`config.mk`:
```
export PLATFORM = sky130hd
export DESIGN_NAME = mov_instruction_decoder_unit
export DESIGN_NICKNAME = d
export VERILOG_FILES = /design/src/hw/rtl/mid_pkg.sv /design/src/hw/rtl/mid_front.sv /design/src/hw/rtl/mid_queue.sv /design/src/hw/rtl/mid_back.sv /design/src/hw/rtl/mov_instruction_decoder_unit.sv
export SDC_FILE = /design/constraint.sdc
export NUM_CORES = 1
export LEC_CHECK = 0
export BUFFER_PORTS_ARGS = -buffer_cell sky130_fd_sc_hd__buf_2
export CAP_MARGIN = 20
export CORE_ASPECT_RATIO = 1.75
export CORE_MARGIN = 2
export CORE_UTILIZATION = 65
export DETAILED_ROUTE_END_ITERATION = 8
export PLACE_DENSITY_LB_ADDON = 0.25
export SLEW_MARGIN = 20
export SYNTH_ARGS = -nofsm -noshare
export SYNTH_HDL_FRONTEND = slang
export SYNTH_HIERARCHICAL = 1
export SYNTH_SLANG_ARGS = --single-unit
```
`constraint.sdc`:
```
create_clock -name clk -period 10.1 [get_ports clk]
set_clock_uncertainty 0.15 [all_clocks]
set_input_delay 1.01 -clock clk [delete_from_list [all_inputs] [get_ports clk]]
set_output_delay 1.01 -clock clk [all_outputs]
set_load 0.05 [all_outputs]
```
`src/hw/rtl/mid_pkg.sv`:
```
// Shared types, codes and length functions for the MOV instruction decoder.
`default_nettype none
package mid_pkg;

  localparam logic [2:0] FORM_RM_REG     = 3'd0;
  localparam logic [2:0] FORM_IMM_TO_RM  = 3'd1;
  localparam logic [2:0] FORM_IMM_TO_REG = 3'd2;
  localparam logic [2:0] FORM_MEM_TO_ACC = 3'd3;
  localparam logic [2:0] FORM_ACC_TO_MEM = 3'd4;
  localparam logic [2:0] FORM_NOT_MOV    = 3'd5;

  localparam logic [1:0] MOD_MEM      = 2'd0;
  localparam logic [1:0] MOD_DISP8    = 2'd1;
  localparam logic [1:0] MOD_DISP16   = 2'd2;
  localparam logic [1:0] MOD_REGISTER = 2'd3;
  localparam logic [2:0] RM_DIRECT    = 3'b110;
  localparam logic [15:0] EXTEND8     = 16'hFF00;

  // Raw bytes of one complete instruction, as collected by the front end.
  typedef struct packed {
    logic [7:0]  opcode;
    logic [7:0]  modrm;
    logic [15:0] disp;
    logic [15:0] data;
  } mid_rec_t;

  function automatic logic [2:0] form_of(input logic [7:0] op);
    logic [2:0] f;
    begin
      if ((op & 8'hFC) == 8'h88) f = FORM_RM_REG;
      else if ((op & 8'hFE) == 8'hC6) f = FORM_IMM_TO_RM;
      else if ((op & 8'hF0) == 8'hB0) f = FORM_IMM_TO_REG;
      else if ((op & 8'hFE) == 8'hA0) f = FORM_MEM_TO_ACC;
      else if ((op & 8'hFE) == 8'hA2) f = FORM_ACC_TO_MEM;
      else f = FORM_NOT_MOV;
      return f;
    end
  endfunction

  function automatic logic [1:0] disp_len(input logic [2:0] f, input logic [7:0] modrm);
    logic [1:0] n;
    begin
      n = 2'd0;
      if (f == FORM_MEM_TO_ACC || f == FORM_ACC_TO_MEM) begin
        n = 2'd2;
      end else if (f == FORM_RM_REG || f == FORM_IMM_TO_RM) begin
        if (modrm[7:6] == MOD_DISP8) n = 2'd1;
        else if (modrm[7:6] == MOD_DISP16) n = 2'd2;
        else if (modrm[7:6] == MOD_MEM && modrm[2:0] == RM_DIRECT) n = 2'd2;
      end
      return n;
    end
  endfunction

  function automatic logic [1:0] data_len(input logic [2:0] f, input logic [7:0] op);
    logic [1:0] n;
    begin
      n = 2'd0;
      if (f == FORM_IMM_TO_RM) n = {1'b0, 1'b1} + {1'b0, op[0]};
      else if (f == FORM_IMM_TO_REG) n = {1'b0, 1'b1} + {1'b0, op[3]};
      return n;
    end
  endfunction

endpackage
`default_nettype wire

```
`src/hw/rtl/mid_front.sv`:
```
// Front end: collects code bytes and hands each complete instruction on.
`default_nettype none
module mid_front
  import mid_pkg::*;
(
  input  wire logic       clk,
  input  wire logic       rst_n,
  input  wire logic       accept,
  input  wire logic [7:0] code_byte,
  output mid_rec_t        rec,
  output logic            push
);

  logic [2:0]  idx_r, idx_nxt;
  logic [2:0]  len_r, len_nxt;
  logic [7:0]  op_r, op_nxt;
  logic [7:0]  modrm_r, modrm_nxt;
  logic [15:0] disp_r, disp_nxt;
  logic [15:0] data_r, data_nxt;
  logic        done;
  logic [2:0]  f;
  logic [2:0]  hdr, dl3, ql3, dend, qend;

  always_comb begin
    op_nxt    = op_r;
    modrm_nxt = modrm_r;
    disp_nxt  = disp_r;
    data_nxt  = data_r;
    idx_nxt   = idx_r;
    len_nxt   = len_r;
    done      = 1'b0;
    f         = form_of(op_r);
    hdr       = 3'd1;
    dl3       = 3'd0;
    ql3       = 3'd0;
    dend      = 3'd0;
    qend      = 3'd0;
    if (idx_r == 3'd0) begin
      op_nxt    = code_byte;
      modrm_nxt = 8'd0;
      disp_nxt  = 16'd0;
      data_nxt  = 16'd0;
      f         = form_of(code_byte);
      if (f == FORM_NOT_MOV) begin
        done = 1'b1;
      end else begin
        idx_nxt = 3'd1;
        if (f == FORM_RM_REG || f == FORM_IMM_TO_RM) begin
          len_nxt = 3'd0;
        end else begin
          len_nxt = 3'd1 + {1'b0, disp_len(f, 8'd0)} + {1'b0, data_len(f, code_byte)};
        end
      end
    end else if ((f == FORM_RM_REG || f == FORM_IMM_TO_RM) && idx_r == 3'd1) begin
      modrm_nxt = code_byte;
      len_nxt   = 3'd2 + {1'b0, disp_len(f, code_byte)} + {1'b0, data_len(f, op_r)};
      idx_nxt   = 3'd2;
      done      = (len_nxt <= 3'd2);
    end else begin
      hdr  = (f == FORM_RM_REG || f == FORM_IMM_TO_RM) ? 3'd2 : 3'd1;
      dl3  = {1'b0, disp_len(f, modrm_r)};
      ql3  = {1'b0, data_len(f, op_r)};
      dend = hdr + dl3;
      qend = dend + ql3;
      if (idx_r >= hdr && idx_r < dend) begin
        if (idx_r == hdr) disp_nxt = {disp_r[15:8], code_byte};
        else disp_nxt = {code_byte, disp_r[7:0]};
      end else if (idx_r >= dend && idx_r < qend) begin
        if (idx_r == dend) data_nxt = {data_r[15:8], code_byte};
        else data_nxt = {code_byte, data_r[7:0]};
      end
      idx_nxt = idx_r + 3'd1;
      done    = (idx_nxt == 3'd0) || (idx_nxt >= len_r);
    end
    if (done) begin
      idx_nxt = 3'd0;
      len_nxt = 3'd0;
    end
  end

  always_ff @(posedge clk) begin
    if (!rst_n) begin
      idx_r   <= 3'd0;
      len_r   <= 3'd0;
      op_r    <= 8'd0;
      modrm_r <= 8'd0;
      disp_r  <= 16'd0;
      data_r  <= 16'd0;
    end else if (accept) begin
      idx_r   <= idx_nxt;
      len_r   <= len_nxt;
      op_r    <= op_nxt;
      modrm_r <= modrm_nxt;
      disp_r  <= disp_nxt;
      data_r  <= data_nxt;
    end
  end

  assign push         = accept && done;
  assign rec.opcode   = op_nxt;
  assign rec.modrm    = modrm_nxt;
  assign rec.disp     = disp_nxt;
  assign rec.data     = data_nxt;

endmodule
`default_nettype wire

```
`src/hw/rtl/mid_queue.sv`:
```
// Small instruction queue between the front end and the back end.
`default_nettype none
module mid_queue
  import mid_pkg::*;
#(
  parameter int DEPTH = 2
) (
  input  wire logic     clk,
  input  wire logic     rst_n,
  input  wire logic     push,
  input  wire mid_rec_t push_rec,
  output logic          full,
  input  wire logic     pop,
  output logic          not_empty,
  output mid_rec_t      head_rec
);

  localparam int PW = $clog2(DEPTH);
  localparam int CW = $clog2(DEPTH + 1);
  localparam logic [PW-1:0] LAST = PW'(DEPTH - 1);
  localparam logic [CW-1:0] FULL_COUNT = CW'(DEPTH);

  mid_rec_t        mem_r [DEPTH];
  logic [PW-1:0]   wr_ptr_r, rd_ptr_r;
  logic [CW-1:0]   count_r, count_nxt;

  always_comb begin
    count_nxt = count_r;
    if (push && !pop) count_nxt = count_r + CW'(1);
    else if (pop && !push) count_nxt = count_r - CW'(1);
  end

  always_ff @(posedge clk) begin
    if (!rst_n) begin
      wr_ptr_r <= '0;
      rd_ptr_r <= '0;
      count_r  <= '0;
    end else begin
      count_r <= count_nxt;
      if (push) wr_ptr_r <= (wr_ptr_r == LAST) ? '0 : wr_ptr_r + PW'(1);
      if (pop) rd_ptr_r <= (rd_ptr_r == LAST) ? '0 : rd_ptr_r + PW'(1);
    end
  end

  always_ff @(posedge clk) begin
    if (push) mem_r[wr_ptr_r] <= push_rec;
  end

  assign full      = (count_r == FULL_COUNT);
  assign not_empty = (count_r != '0);
  assign head_rec  = mem_r[rd_ptr_r];

`ifndef ASSERT_OFF
  a_no_push_full: assert property (@(posedge clk) disable iff (!rst_n) push |-> !full)
    else $error("request pushed into a full queue");
  a_no_pop_empty: assert property (@(posedge clk) disable iff (!rst_n) pop |-> not_empty)
    else $error("request popped from an empty queue");
  a_count_up: assert property (@(posedge clk) disable iff (!rst_n)
    push && !pop |=> count_r == $past(count_r) + CW'(1))
    else $error("queue count did not follow a push");
`endif

endmodule
`default_nettype wire

```
`src/hw/rtl/mid_back.sv`:
```
// Back end: turns the raw instruction bytes into the decoded record.
`default_nettype none
module mid_back
  import mid_pkg::*;
(
  input  wire logic         clk,
  input  wire logic         rst_n,
  input  wire logic         q_not_empty,
  input  wire mid_rec_t     q_rec,
  output logic              pop,
  output logic              out_valid,
  input  wire logic         out_stall,
  output logic [2:0]        out_form,
  output logic              out_to_register,
  output logic              out_is_word,
  output logic [1:0]        out_mode,
  output logic [2:0]        out_reg_field,
  output logic [2:0]        out_rm_field,
  output logic              out_direct_address,
  output logic signed [15:0] out_displacement,
  output logic [15:0]       out_address,
  output logic [15:0]       out_immediate
);

  logic        valid_r;
  logic [2:0]  form_r, form_nxt;
  logic        d_r, d_nxt, w_r, w_nxt, dir_r, dir_nxt;
  logic [1:0]  mode_r, mode_nxt;
  logic [2:0]  reg_r, reg_nxt, rm_r, rm_nxt;
  logic [15:0] disp_r, disp_nxt, addr_r, addr_nxt, imm_r, imm_nxt;
  logic [1:0]  md;

  always_comb begin
    form_nxt = form_of(q_rec.opcode);
    md       = q_rec.modrm[7:6];
    d_nxt    = 1'b0;
    w_nxt    = 1'b0;
    mode_nxt = MOD_MEM;
    reg_nxt  = 3'd0;
    rm_nxt   = 3'd0;
    dir_nxt  = 1'b0;
    disp_nxt = 16'd0;
    addr_nxt = 16'd0;
    imm_nxt  = 16'd0;
    case (form_nxt)
      FORM_RM_REG, FORM_IMM_TO_RM: begin
        d_nxt    = (form_nxt == FORM_RM_REG) ? q_rec.opcode[1] : 1'b0;
        w_nxt    = q_rec.opcode[0];
        mode_nxt = md;
        reg_nxt  = q_rec.modrm[5:3];
        rm_nxt   = q_rec.modrm[2:0];
        dir_nxt  = (md == MOD_MEM) && (q_rec.modrm[2:0] == RM_DIRECT);
        if (md == MOD_DISP8) begin
          disp_nxt = q_rec.disp[7] ? (EXTEND8 | {8'd0, q_rec.disp[7:0]})
                                   : {8'd0, q_rec.disp[7:0]};
        end else if (md == MOD_DISP16) begin
          disp_nxt = q_rec.disp;
        end
        if (dir_nxt) addr_nxt = q_rec.disp;
        if (form_nxt == FORM_IMM_TO_RM) imm_nxt = q_rec.data;
      end
      FORM_IMM_TO_REG: begin
        d_nxt    = 1'b1;
        w_nxt    = q_rec.opcode[3];
        mode_nxt = MOD_REGISTER;
        reg_nxt  = q_rec.opcode[2:0];
        imm_nxt  = q_rec.data;
      end
      FORM_MEM_TO_ACC, FORM_ACC_TO_MEM: begin
        d_nxt    = (form_nxt == FORM_MEM_TO_ACC);
        w_nxt    = q_rec.opcode[0];
        dir_nxt  = 1'b1;
        addr_nxt = q_rec.disp;
      end
      default: begin
        form_nxt = FORM_NOT_MOV;
      end
    endcase
  end

  assign pop = q_not_empty && (!valid_r || !out_stall);

  always_ff @(posedge clk) begin
    if (!rst_n) begin
      valid_r <= 1'b0;
    end else if (!valid_r || !out_stall) begin
      valid_r <= q_not_empty;
    end
  end

  always_ff @(posedge clk) begin
    if (pop) begin
      form_r <= form_nxt;
      d_r    <= d_nxt;
      w_r    <= w_nxt;
      mode_r <= mode_nxt;
      reg_r  <= reg_nxt;
      rm_r   <= rm_nxt;
      dir_r  <= dir_nxt;
      disp_r <= disp_nxt;
      addr_r <= addr_nxt;
      imm_r  <= imm_nxt;
    end
  end

  assign out_valid          = valid_r;
  assign out_form           = form_r;
  assign out_to_register    = d_r;
  assign out_is_word        = w_r;
  assign out_mode           = mode_r;
  assign out_reg_field      = reg_r;
  assign out_rm_field       = rm_r;
  assign out_direct_address = dir_r;
  assign out_displacement   = disp_r;
  assign out_address        = addr_r;
  assign out_immediate      = imm_r;

endmodule
`default_nettype wire

```
`src/hw/rtl/mov_instruction_decoder_unit.sv`:
```
// Top level: 8086 MOV decoder, one code byte per request, one record per instruction.
// Throughput: one code byte per cycle, sustained, as long as the output is not stalled.
// The edge that accepts the last byte of an instruction writes its record into the queue;
// the back end then loads it into the output register when it pops the queue.
// Input stalls only when the instruction queue is full, set by its depth.
// Reset (rst_n low, synchronous) empties the queue and output and restarts at a first byte.
`default_nettype none
module mov_instruction_decoder_unit
  import mid_pkg::*;
#(
  parameter int QUEUE_DEPTH = 2
) (
  input  wire logic          clk,
  input  wire logic          rst_n,
  input  wire logic          in_valid,
  output logic               in_stall,
  input  wire logic [7:0]    in_code_byte,
  output logic               out_valid,
  input  wire logic          out_stall,
  output logic [2:0]         out_form,
  output logic               out_to_register,
  output logic               out_is_word,
  output logic [1:0]         out_mode,
  output logic [2:0]         out_reg_field,
  output logic [2:0]         out_rm_field,
  output logic               out_direct_address,
  output logic signed [15:0] out_displacement,
  output logic [15:0]        out_address,
  output logic [15:0]        out_immediate
);

  mid_rec_t front_rec, head_rec;
  logic     push, full, pop, not_empty, accept;

  assign in_stall = full;
  assign accept   = in_valid && !full;

  mid_front u_front (
    .clk       (clk),
    .rst_n     (rst_n),
    .accept    (accept),
    .code_byte (in_code_byte),
    .rec       (front_rec),
    .push      (push)
  );

  mid_queue #(.DEPTH(QUEUE_DEPTH)) u_queue (
    .clk       (clk),
    .rst_n     (rst_n),
    .push      (push),
    .push_rec  (front_rec),
    .full      (full),
    .pop       (pop),
    .not_empty (not_empty),
    .head_rec  (head_rec)
  );

  mid_back u_back (
    .clk                (clk),
    .rst_n              (rst_n),
    .q_not_empty        (not_empty),
    .q_rec              (head_rec),
    .pop                (pop),
    .out_valid          (out_valid),
    .out_stall          (out_stall),
    .out_form           (out_form),
    .out_to_register    (out_to_register),
    .out_is_word        (out_is_word),
    .out_mode           (out_mode),
    .out_reg_field      (out_reg_field),
    .out_rm_field       (out_rm_field),
    .out_direct_address (out_direct_address),
    .out_displacement   (out_displacement),
    .out_address        (out_address),
    .out_immediate      (out_immediate)
  );

endmodule
`default_nettype wire

```
==> results of run 1 <==
[cell families (layout without fill, tap and decap cells)]
family          Yosys count  in the layout  share of synthesized area
compound gates          241            241                      0.148
other cells               0              1                          0
fa+ha+maj                23             23                     0.0294
xor+xnor                  6              6                    0.00499
mux                      49             49                     0.0522
buf+inv                  89            135                     0.0421
flops                   218            218                      0.564
simple gates            309            309                      0.159
[per-layer routing]
layer	share of wire	wire length, um
met1	0.37	9240
met2	0.53	13200
met4	0.043	1070
met3	0.059	1470
met5	0	0
[power by group through the flow]
stage               Sequential, uW  Combinational, uW  Clock, uW
floorplan                     1610                567          0
CTS                           1250               1140        782
global route                  1270               1210        815
global placement              1260               1110          0
finish                        1250               1140        772
detailed placement            1270               1130          0
[per-stage QoR]
| step | setup WS (ns) | instances | hold WS, ns | instance area (um^2) | utilization |
|---|---|---|---|---|---|
| final | 5.02 | 1171 | 0.340 | 11600 | 0.729 |
| after global routing | 4.65 | 1171 | 0.364 | 11600 | 0.729 |
| after CTS | 5.08 | 1170 | 0.338 | 11600 | 0.728 |
| after detailed placement | 4.98 | 1134 | 0.331 | 10900 | 0.686 |
| after global placement | 5.14 | 1133 | 0.318 | 10900 | 0.685 |
| after floorplan | 3.04 | 935 | 0.291 | 10500 | - |
[cell usage in the layout (no fill, tap or decap), drive strengths merged, types with 20 or more instances in the layout]
| master | Yosys | layout |
|---|---|---|
| edfxtp | 158 | 158 |
| o21ai | 59 | 59 |
| clkbuf | 45 | 31 |
| nand3 | 70 | 70 |
| nor2 | 27 | 27 |
| nor2b | 25 | 25 |
| a21oi | 75 | 75 |
| mux2 | 48 | 48 |
| dfxtp | 60 | 60 |
| ha | 20 | 20 |
| nand2 | 82 | 82 |
| buf | 29 | 84 |
[worst min-delay path, stage by stage, from the launching register on]
cell	delay (ns)
dfxtp_1	0.30
inv_1	0.07
o22ai_1	0.07
[final cells by class]
class,count,area share
Clock inverter,5,0.00616
Antenna cell,1,0.000216
Sequential cell,218,0.514
Inverter,15,0.00487
Tap cell,189,0.0204
Clock buffer,31,0.0522
Timing Repair Buffer,84,0.0389
Multi-Input combinational cell,628,0.363
[worst min-delay path by stage]
stage | end | slack (ns) | cells past startpoint | start
2_1_floorplan | u_front/len_r[2]$_SDFFE_PN0P_ | 0.29 | 2 | u_front/len_r[2]$_SDFFE_PN0P_
3_3_place_gp | u_front/modrm_r[4]$_SDFFE_PN0P_ | 0.32 | 2 | u_front/modrm_r[4]$_SDFFE_PN0P_
3_5_place_dp | u_front/len_r[0]$_SDFFE_PN0P_ | 0.33 | 2 | u_front/len_r[0]$_SDFFE_PN0P_
4_1_cts | u_front/modrm_r[4]$_SDFFE_PN0P_ | 0.34 | 2 | u_front/modrm_r[4]$_SDFFE_PN0P_
5_1_grt | u_front/data_r[7]$_SDFFE_PN0P_ | 0.36 | 2 | u_front/data_r[7]$_SDFFE_PN0P_
6_report | u_front/len_r[2]$_SDFFE_PN0P_ | 0.34 | 2 | u_front/len_r[2]$_SDFFE_PN0P_
[sequential cells by signal, indices dropped and copies added (netlist names), named ones only]
signal / cells
u_back/out_mode: 2
u_front/modrm_r: 8
u_front/op_r: 8
u_back/out_immediate: 16
u_queue/wr_ptr_r: 1
u_back/out_is_word: 1
u_back/out_reg_field: 3
u_front/data_r: 16
u_back/out_address: 16
u_front/len_r: 3
u_queue/mem_r: 96
u_back/out_displacement: 16
u_back/out_to_register: 1
u_front/idx_r: 3
u_queue/count_r: 2
u_back/out_direct_address: 1
u_back/out_form: 3
u_back/out_rm_field: 3
u_queue/rd_ptr_r: 1
u_front/disp_r: 16
u_back/out_valid: 1
==> flow_summary_export.csv, run 1 <==
group,metric,value,unit
status,status,"finished, final reports clean",
yosys,ys_seq_area_frac,0.564,
drt,totalWireLength,25.0,mm
clock_tree,htree_levels,1,
drt,firstDrtPassIters,5,
yosys,synth_area,10500,um^2
clock_tree,clock_tree.root_cell,"clkbuf_16",
yosys,syn_avg_cell_area,11.3,um^2
drt,wl_per_cell,21.3,um
critical_path,startpoint,"u_front/op_r[3]$_SDFFE_PN0P_",
yosys,synth_common_cells,"edfxtp_1 (158), nand2_1 (81), a21oi_1 (73)",
critical_path,crit_path_top_delay_cell,"nand3_1",
sta,timing.final.crit_share,0.503,
cells_and_area,fill_cells,1153,
yosys,ys_ff_latch,218,
yosys,ys.flop_type,"edfxtp_1",
drt,drcViolationCount,0,
floorplan,rows,61,
sta,relSlewSlack,0.221,
global_route,grt_pass1_vias,7520,
yosys,synth_cell_type_count,77,
critical_path,r2r.worst_path.cells,15,
critical_path,critical_path_class,"reg -> reg",
power,ir_drop,0.308,mV
place,dp_hpwl,16.3,mm
critical_path,start_kind,"flop",
floorplan,die_area,17300,um^2
power,finalPower,3160,uW
cells_and_area,ff_latch_area,5950,um^2
critical_path,rr_endpoint,"u_queue/mem_r[0][14]$_DFFE_PP_",
global_route,gr-usage-met2,0.522,
clock_tree,cts_sinks,218,
sta,drv_slew,0,
power,p_comb_frac,0.361,
clock_tree,clkSlewWorstSetupHoldPaths,0.07,ns
drt,vias_per_cell,6.68,
sta,max_freq,197,MHz
critical_path,crit_chain,"and4b_1, and3_1, nor2_1, nor3b_1, ha_1, inv_1, fa_1, fa_1, xnor2_1, ha_1, a21o_1, a31oi_1, nand3_1, o21ai_0, a21oi_1",
cells_and_area,area_delta_synth_final,9.76,%
critical_path,endpoint,"u_queue/mem_r[0][14]$_DFFE_PP_",
yosys,syn_inst,935,
critical_path,r2r-start,"u_front/op_r[3]$_SDFFE_PN0P_",
yosys,synth_edf_count,158,
clock_tree,clk_latency,0.49,ns
power,p_seq_frac,0.395,
clock_tree,numCtsBuffers,20,
cells_and_area,drive_above_1_share,0.194,
floorplan,start_util,0.664,
floorplan,die_h,172,um
global_route,track_usage,0.288,
clock_tree,cts_buffer_depth,3,
drt,drt_iter0_drc,918,
critical_path,path_depth,15,
sta,finalSetupViolCount,0,
clock_tree,cts-hold-fix-buffers,0,
yosys,ys_warn_count,6,
yosys,yosysMostFrequentCell,"edfxtp_1",
sta,layout_min_cycle_time,5.08,ns
clock_tree,post-cts-setup-buffers,0,
floorplan,core-area,15900,um^2
sta,tns,0,ns
place,io_buffers,75,
critical_path,arrival,5.13,ns
power,powerDensity,273,nW/um^2
global_route,grt_overflow,0,
place,gp_congestion,0.894,
critical_path,crit_family,"simple AND/OR/NAND/NOR gates",
critical_path,path_buf_inv,1,
critical_path,slowest_delay,0.54,ns
critical_path,regToRegSetupSlack,5.02,ns
yosys,synth_nets,970,
global_route,grt_max_degree,78,
sta,max_slew.worst_pin.slew,1.16,ns
power,power.clock.fraction,0.244,
power,p_int,1950,uW
critical_path,crit_fanout,16,
cells_and_area,multi_input_area,4200,um^2
critical_path,cp.required,10.15,ns
power,p_leak,0.00390,uW
global_route,antenna_found_initial,1,
sta,rsz0062_at_grt,"no",
drt,route.vias.total,7820,
critical_path,cp-end-kind,"flop",
power,netSwitchingFraction,0.384,
yosys,synthTopCellsByArea,"edfxtp_1 (45%), dfxtp_1 (11%), mux2_2 (5.0%)",
yosys,synth_top_area_cell,"edfxtp_1",
cells_and_area,fin_nets,1002,
min_path,min_path_type,"reg -> reg",
drt,ant_nets,0,
sta,hold_viol,0,
clock_tree,cts_resized,0,
global_route,grt_busiest_layer,"met2",
global_route,grt_pass1_wl,39.2,mm
floorplan,die_w,100,um
global_route,use_met1,0.343,
global_route,use_met3,0.0335,
clock_tree,cts_tree,"yes",
floorplan,io_pins,76,
power,switchingPower,1210,uW
yosys,async_flop_share,0,
yosys,yosysTopAreaCellShare,0.450,
run,maxCapViolCount,0,
(Power assumes the default switching activity.)
==> run 2: changes to the inputs <==
--- a/config.mk
+++ b/config.mk
@@ -5,11 +5,12 @@
 export SDC_FILE = /design/constraint.sdc
 export NUM_CORES = 1
 export LEC_CHECK = 0
+export ABC_AREA = 1
 export BUFFER_PORTS_ARGS = -buffer_cell sky130_fd_sc_hd__buf_2
 export CAP_MARGIN = 20
 export CORE_ASPECT_RATIO = 1.75
 export CORE_MARGIN = 2
-export CORE_UTILIZATION = 65
+export CORE_UTILIZATION = 55
 export DETAILED_ROUTE_END_ITERATION = 8
 export PLACE_DENSITY_LB_ADDON = 0.25
 export SLEW_MARGIN = 20
==> constraint.sdc (replaced) <==
create_clock -name clk -period 4.35 [get_ports clk]
set_clock_uncertainty 0.15 [all_clocks]
set_input_delay 0.435 -clock clk [delete_from_list [all_inputs] [get_ports clk]]
set_output_delay 0.435 -clock clk [all_outputs]
set_load 0.05 [all_outputs]
==> run 2 against run 1 <==
Die area grew 16%; routed wire length is 15% lower; global-route usage decreased by 7.2 points; non-clock buffer count increased by 1; final area up 0.22%; via count shrank 6.2%; synthesized cell count increased by 11%; register-to-register slack worse by 4.7 ns; critical endpoint is now u_front/data_r[7]$_SDFFE_PN0P_; largest power group unchanged; highest routed layer unchanged.
==> flow_summary_export.csv, run 2 <==
group,metric,value,unit
sta,hold_viol,0,
yosys,async_flop_share,0,
floorplan,die_h,186,um
critical_path,crit_chain,"inv_2, nand2_1, nor2_1, nand2_2, nand2_4, clkinvlp_4, nor3_2, ha_1, inv_1, fa_1, fa_1, xnor2_1, ha_1, a21o_1, nor2_2, nand2_4, clkinv_4, nand3_4, nand2_1, nand3_1, a21oi_1",
global_route,track_usage,0.216,
cells_and_area,largest_reg_flops,96,
critical_path,arrival,4.27,ns
yosys,ys_warn_count,6,
power,p_seq_frac,0.411,
min_path,min_path_type,"in -> reg",
sta,finalSetupViolCount,0,
floorplan,core-area,18600,um^2
yosys,synth_area,10400,um^2
floorplan,rows,66,
global_route,antenna_found_initial,0,
place,gp_congestion,0.829,
critical_path,cp-end-kind,"flop",
sta,max_freq,250,MHz
place,dp_hpwl,14.0,mm
power,netSwitchingFraction,0.391,
cells_and_area,fin_nets,1135,
run,maxCapViolCount,0,
clock_tree,clkSlewWorstSetupHoldPaths,0.06,ns
clock_tree,htree_levels,1,
drt,totalWireLength,21.2,mm
drt,vias_per_cell,5.43,
cells_and_area,post-route-util,0.624,
power,power.clock.fraction,0.229,
yosys,ys_seq_area_frac,0.573,
drt,drcViolationCount,0,
critical_path,crit_family,"adder cells",
yosys,synth_cell_type_count,45,
yosys,synth_top_area_cell,"edfxtp_1",
sta,setup_slack,0.343,ns
clock_tree,cts-hold-fix-buffers,0,
power,powerDensity,633,nW/um^2
sta,tns,0,ns
cells_and_area,regMostFlops,"u_queue/mem_r",
clock_tree,cts_sinks,218,
yosys,synth_nets,1071,
clock_tree,clk_latency,0.49,ns
yosys,synth_edf_count,158,
place,place_ws,0.148,ns
drt,route.vias.total,7338,
power,p_comb_frac,0.361,
sta,holdWs,0.0999,ns
drt,ant_nets,0,
global_route,grt_pass1_vias,7029,
critical_path,crit_fanout,10,
yosys,yosysMostFrequentCell,"edfxtp_1",
clock_tree,clock_tree.root_cell,"clkbuf_16",
clock_tree,cts_tree,"yes",
sta,timing.final.crit_share,0.921,
yosys,synth_common_cells,"edfxtp_1 (158), inv_1 (155), nand2_1 (146)",
drt,drt_iter0_drc,522,
yosys,ys_ff_latch,218,
critical_path,path_depth,21,
clock_tree,numCtsBuffers,20,
sta,drv_slew,0,
floorplan,die_w,108,um
cells_and_area,insertedDiodeCount,0,
power,p_int,4470,uW
critical_path,start_kind,"flop",
yosys,syn_inst,1036,
power,switchingPower,2870,uW
cells_and_area,layout_commonest_cell,"edfxtp_1",
critical_path,r2r.worst_path.cells,21,
floorplan,io_pins,76,
global_route,grt_overflow,0,
place,io_buffers,75,
sta,max_slew.worst_pin.slew,0.833,ns
power,p_leak,0.00501,uW
cells_and_area,mostFrequentLayoutCells,"edfxtp_1 (158), inv_1 (153), nand2_1 (146)",
power,finalPower,7340,uW
critical_path,crit_path_top_delay_cell,"fa_1",
critical_path,path_buf_inv,4,
drt,firstDrtPassIters,5,
critical_path,critical_path_class,"reg -> reg",
global_route,grt_pass1_wl,34.5,mm
yosys,yosysTopAreaCellShare,0.457,
global_route,grt_max_degree,88,
critical_path,slowest_delay,0.49,ns
status,status,"finished, final reports clean",
drt,wl_per_cell,15.7,um
critical_path,cp.required,4.61,ns
yosys,synthTopCellsByArea,"edfxtp_1 (46%), dfxtp_1 (12%), inv_1 (5.6%)",
sta,relSlewSlack,0.444,
yosys,ys.flop_type,"edfxtp_1",
floorplan,die_area,20000,um^2
clock_tree,cts_buffer_depth,3,
cells_and_area,area_delta_synth_final,11.8,%
power,ir_drop,0.511,mV
cells_and_area,drive_above_1_share,0.178,
yosys,syn_avg_cell_area,10.0,um^2
sta,layout_min_cycle_time,4.01,ns
min_path,whs_path_depth,3,
floorplan,start_util,0.558,
[run 2: worst reg2reg max path, cell delays in order (launching register included)]
cell and delay [ns]:
dfxtp_1 0.34, inv_2 0.08, nand2_1 0.07, nor2_1 0.12, nand2_2 0.10, nand2_4 0.13, clkinvlp_4 0.14, nor3_2 0.12
ha_1 0.16, inv_1 0.04, fa_1 0.49, fa_1 0.42, xnor2_1 0.18, ha_1 0.26, a21o_1 0.19, nor2_2 0.15
nand2_4 0.12, clkinv_4 0.12, nand3_4 0.14, nand2_1 0.11, nand3_1 0.11, a21oi_1 0.19
[run 2: logic make-up after synthesis]
kind of cell,count (synthesis),share of synthesized area
AO/OA/AOI/OAI,213,0.111
XOR/XNOR,4,0.00338
adder cells (fa/ha/maj),23,0.0299
buffers and inverters,208,0.0834
flip-flops,218,0.573
multiplexers,48,0.0594
AND/OR/NAND/NOR,322,0.140
[run 2: worst paths after layout]
kind / start / slack (ns) / end
worst max register to register: u_front/op_r[3]$_SDFFE_PN0P_ / 0.34 / u_front/data_r[7]$_SDFFE_PN0P_
worst max-delay path: u_front/op_r[3]$_SDFFE_PN0P_ / 0.34 / u_front/data_r[7]$_SDFFE_PN0P_
worst min register to register: u_queue/rd_ptr_r$_SDFFE_PN0P_ / 0.35 / u_queue/rd_ptr_r$_SDFFE_PN0P_
worst min-delay path: out_stall / 0.1 / u_back/out_valid$_SDFFE_PN0N_
[run 2: power by group through the flow]
stage,Clock [uW],Combinational [uW],Sequential (uW)
finish,1680,2650,3020
global route,1800,2860,3060
CTS,1710,2640,3020
detailed placement,0,2630,3060
global placement,0,2590,3040
floorplan,0,1240,3910
[run 2: layout make-up]
cell class	count	area, um^2
Clock buffer	28	562
Clock inverter	8	63.8
Fill cell	1556	6990
Inverter	164	624
Multi-Input combinational cell	610	3620
Sequential cell	218	5950
Tap cell	238	298
Timing Repair Buffer	85	475
Timing Repair inverter	1	5.00
[run 2: what timing repair did]
item                                    4_1_cts  5_1_grt
endpoints found under the setup margin        0       48
setup buffers                                 0        1
resized for setup                             0       10
[run 2: routing by layer]
metal / global-route usage / wire length, um / vias up / part of all wire
met1: 0.256 / 8240 / 3398 / 0.39
met4: 0.115 / 1070 / 0 / 0.051
met3: 0.0266 / 1000 / 65 / 0.047
met5: 0 / 0 / - / 0
li1: - / - / 3623 / -
met2: 0.380 / 10900 / 252 / 0.51
[run 2: through the flow]
step / instance area (um^2) / instances
5_1_grt: 11600 / 1352
3_5_place_dp: 10900 / 1314
3_3_place_gp: 10900 / 1314
4_1_cts: 11500 / 1350
2_1_floorplan: 10400 / 1036
6_report: 11600 / 1352
==> run 3: changes to the inputs <==
--- a/config.mk
+++ b/config.mk
@@ -12,7 +12,8 @@
 export CORE_MARGIN = 2
 export CORE_UTILIZATION = 55
 export DETAILED_ROUTE_END_ITERATION = 8
-export PLACE_DENSITY_LB_ADDON = 0.25
+export GPL_TIMING_DRIVEN = 0
+export PLACE_DENSITY = 0.87
 export SLEW_MARGIN = 20
 export SYNTH_ARGS = -nofsm -noshare
 export SYNTH_HDL_FRONTEND = slang
==> run 3 against run 2 <==
Power increased by 2.8%; via count increased by 9.9%; clock power decreased by 4%; global-route usage increased by 3.6 points; count of clock-buffer cells in the layout decreased by 5; sequential power decreased by 1%; register-to-register slack got worse by 0.07 ns; sequential cell count unchanged; routed wire length increased by 18%; first-iteration DRC count increased by 44%; fmax decreased by 1.7%; final area increased by 2.3%; critical path type unchanged; largest cell class unchanged; highest routed layer unchanged.
==> flow_summary_export.csv, run 3 (synthesis gave the netlist of run 2 again) <==
group,metric,value,unit
status,status,"finished, final reports clean",
global_route,grt_pass1_wl,39.3,mm
global_route,track_usage,0.252,
floorplan,die_w,108,um
place,dp_hpwl,17.4,mm
clock_tree,clk_latency,0.49,ns
cells_and_area,fill_cells,1340,
power,powerDensity,636,nW/um^2
cells_and_area,fin_nets,1179,
critical_path,cp-end-kind,"flop",
clock_tree,clock_tree.root_cell,"clkbuf_16",
drt,firstDrtPassIters,8,
sta,drv_slew,0,
sta,setup_slack,0.274,ns
sta,holdWs,0.0982,ns
place,dp_cells,1353,
power,p_leak,0.00515,uW
clock_tree,cts_tree,"yes",
power,p_comb_frac,0.389,
drt,drt_iter0_drc,750,
place,gp_congestion,0.962,
drt,route.vias.total,8067,
sta,hold_viol,0,
sta,max_slew.worst_pin.slew,0.722,ns
clock_tree,cts_buffer_depth,3,
power,p_seq_frac,0.396,
power,finalPower,7540,uW
critical_path,crit_fanout,10,
cells_and_area,area_delta_synth_final,14.3,%
power,power.clock.fraction,0.215,
drt,totalWireLength,25.1,mm
cells_and_area,largest_reg_flops,96,
clock_tree,htree_levels,1,
cells_and_area,layout_commonest_cell,"edfxtp_1",
global_route,grt_pass1_vias,7864,
power,netSwitchingFraction,0.400,
place,io_buffers,74,
floorplan,die_area,20000,um^2
floorplan,rows,66,
clock_tree,cts-hold-fix-buffers,0,
cells_and_area,mostFrequentLayoutCells,"edfxtp_1 (158), inv_1 (153), nand2_1 (146)",
sta,max_freq,245,MHz
sta,finalSetupViolCount,0,
critical_path,start_kind,"flop",
clock_tree,clkSlewWorstSetupHoldPaths,0.07,ns
power,switchingPower,3020,uW
cells_and_area,regMostFlops,"u_queue/mem_r",
drt,vias_per_cell,5.79,
global_route,grt_overflow,0,
cells_and_area,final_cell_area,11900,um^2
floorplan,io_pins,76,
critical_path,arrival,4.14,ns
power,ir_drop,0.675,mV
clock_tree,cts_sinks,218,
sta,layout_min_cycle_time,4.08,ns
run,maxCapViolCount,0,
sta,timing.final.crit_share,0.937,
place,place_area,11200,um^2
global_route,grt_max_degree,35,
global_route,antenna_found_initial,0,
critical_path,cp.required,4.42,ns
cells_and_area,drive_above_1_share,0.194,
cells_and_area,insertedDiodeCount,0,
drt,wl_per_cell,18.0,um
floorplan,start_util,0.558,
power,p_int,4520,uW
floorplan,die_h,186,um
place,place_ws,-0.190,ns
sta,relSlewSlack,0.518,
critical_path,critical_path_class,"reg -> reg",
clock_tree,numCtsBuffers,19,
drt,drcViolationCount,0,
min_path,min_path_type,"in -> reg",
floorplan,core-area,18600,um^2
cells_and_area,fin_cells,1394,
drt,ant_nets,0,
[run 3: changes by cell type in the layout (fill, tap and decap cells not counted), sizes merged]
cell	before	now
buf	85	109
clkbuf	28	45
clkinv	12	9
clkinvlp	2	3
inv	158	161
[run 3: critical path, stage by stage, from the launching register on]
cell	delay [ns]
dfxtp_1	0.37
inv_2	0.07
nand2_1	0.11
nor2_2	0.05
nand2_2	0.10
nand2_4	0.07
buf_4	0.17
a31oi_1	0.27
fa_2	0.53
fa_1	0.43
xnor2_1	0.14
ha_1	0.29
a21o_1	0.19
nor2_2	0.13
nand2_2	0.11
inv_4	0.10
buf_6	0.13
nand2_1	0.05
nand2_1	0.06
nand2_1	0.05
o211ai_1	0.13
inv_1	0.11
[run 3: cell type report]
cell class                      instances  area [um^2]  share of cell area
Buffer                                 44          253              0.0213
Inverter                              164          622              0.0524
Tap cell                              238          298              0.0251
Clock inverter                         10         88.8             0.00749
Sequential cell                       218         5950               0.501
Clock buffer                           23          500              0.0422
Multi-Input combinational cell        610         3600               0.303
Timing Repair Buffer                   87          553              0.0466
[run 3: repair_timing]
item,CTS,global route
setup endpoints to repair,42,48
pin swaps,1,2
gates resized for setup,2,7
setup buffers,1,7
[run 3: path summary, 6_finish.rpt]
| check | startpoint | end | cells past startpoint | slack, ns |
|---|---|---|---|---|
| worst max-delay path | u_front/op_r[3]$_SDFFE_PN0P_ | u_queue/mem_r[1][15]$_DFFE_PP_ | 21 | 0.27 |
| worst min-delay path | out_stall | u_back/out_valid$_SDFFE_PN0N_ | 3 | 0.1 |
| worst max register to register | u_front/op_r[3]$_SDFFE_PN0P_ | u_queue/mem_r[1][15]$_DFFE_PP_ | 21 | 0.27 |
| worst min register to register | u_back/out_valid$_SDFFE_PN0N_ | u_back/out_valid$_SDFFE_PN0N_ | 2 | 0.36 |
[run 3: layer usage]
layer,vias to the layer above,part of all wire,global-route usage
li1,3708,-,-
met1,3799,0.33,0.255
met2,441,0.56,0.487
met3,119,0.057,0.0249
met4,0,0.054,0.147
met5,-,0,0
[run 3: power groups by stage]
stage	logic, uW	registers, uW	clock network [uW]
after floorplan	1240	3910	0
after global placement	2650	3030	0
after detailed placement	2860	3020	0
final	2940	2980	1620
after CTS	2900	2990	1630
after global routing	3100	3020	1720
[run 3: metrics by stage]
stage / utilization / setup TNS (ns)
after floorplan: - / 0
after global placement: 0.594 / -70.77
after detailed placement: 0.602 / -4.02
after CTS: 0.634 / 0
after global routing: 0.638 / -0.0959
final: 0.638 / 0
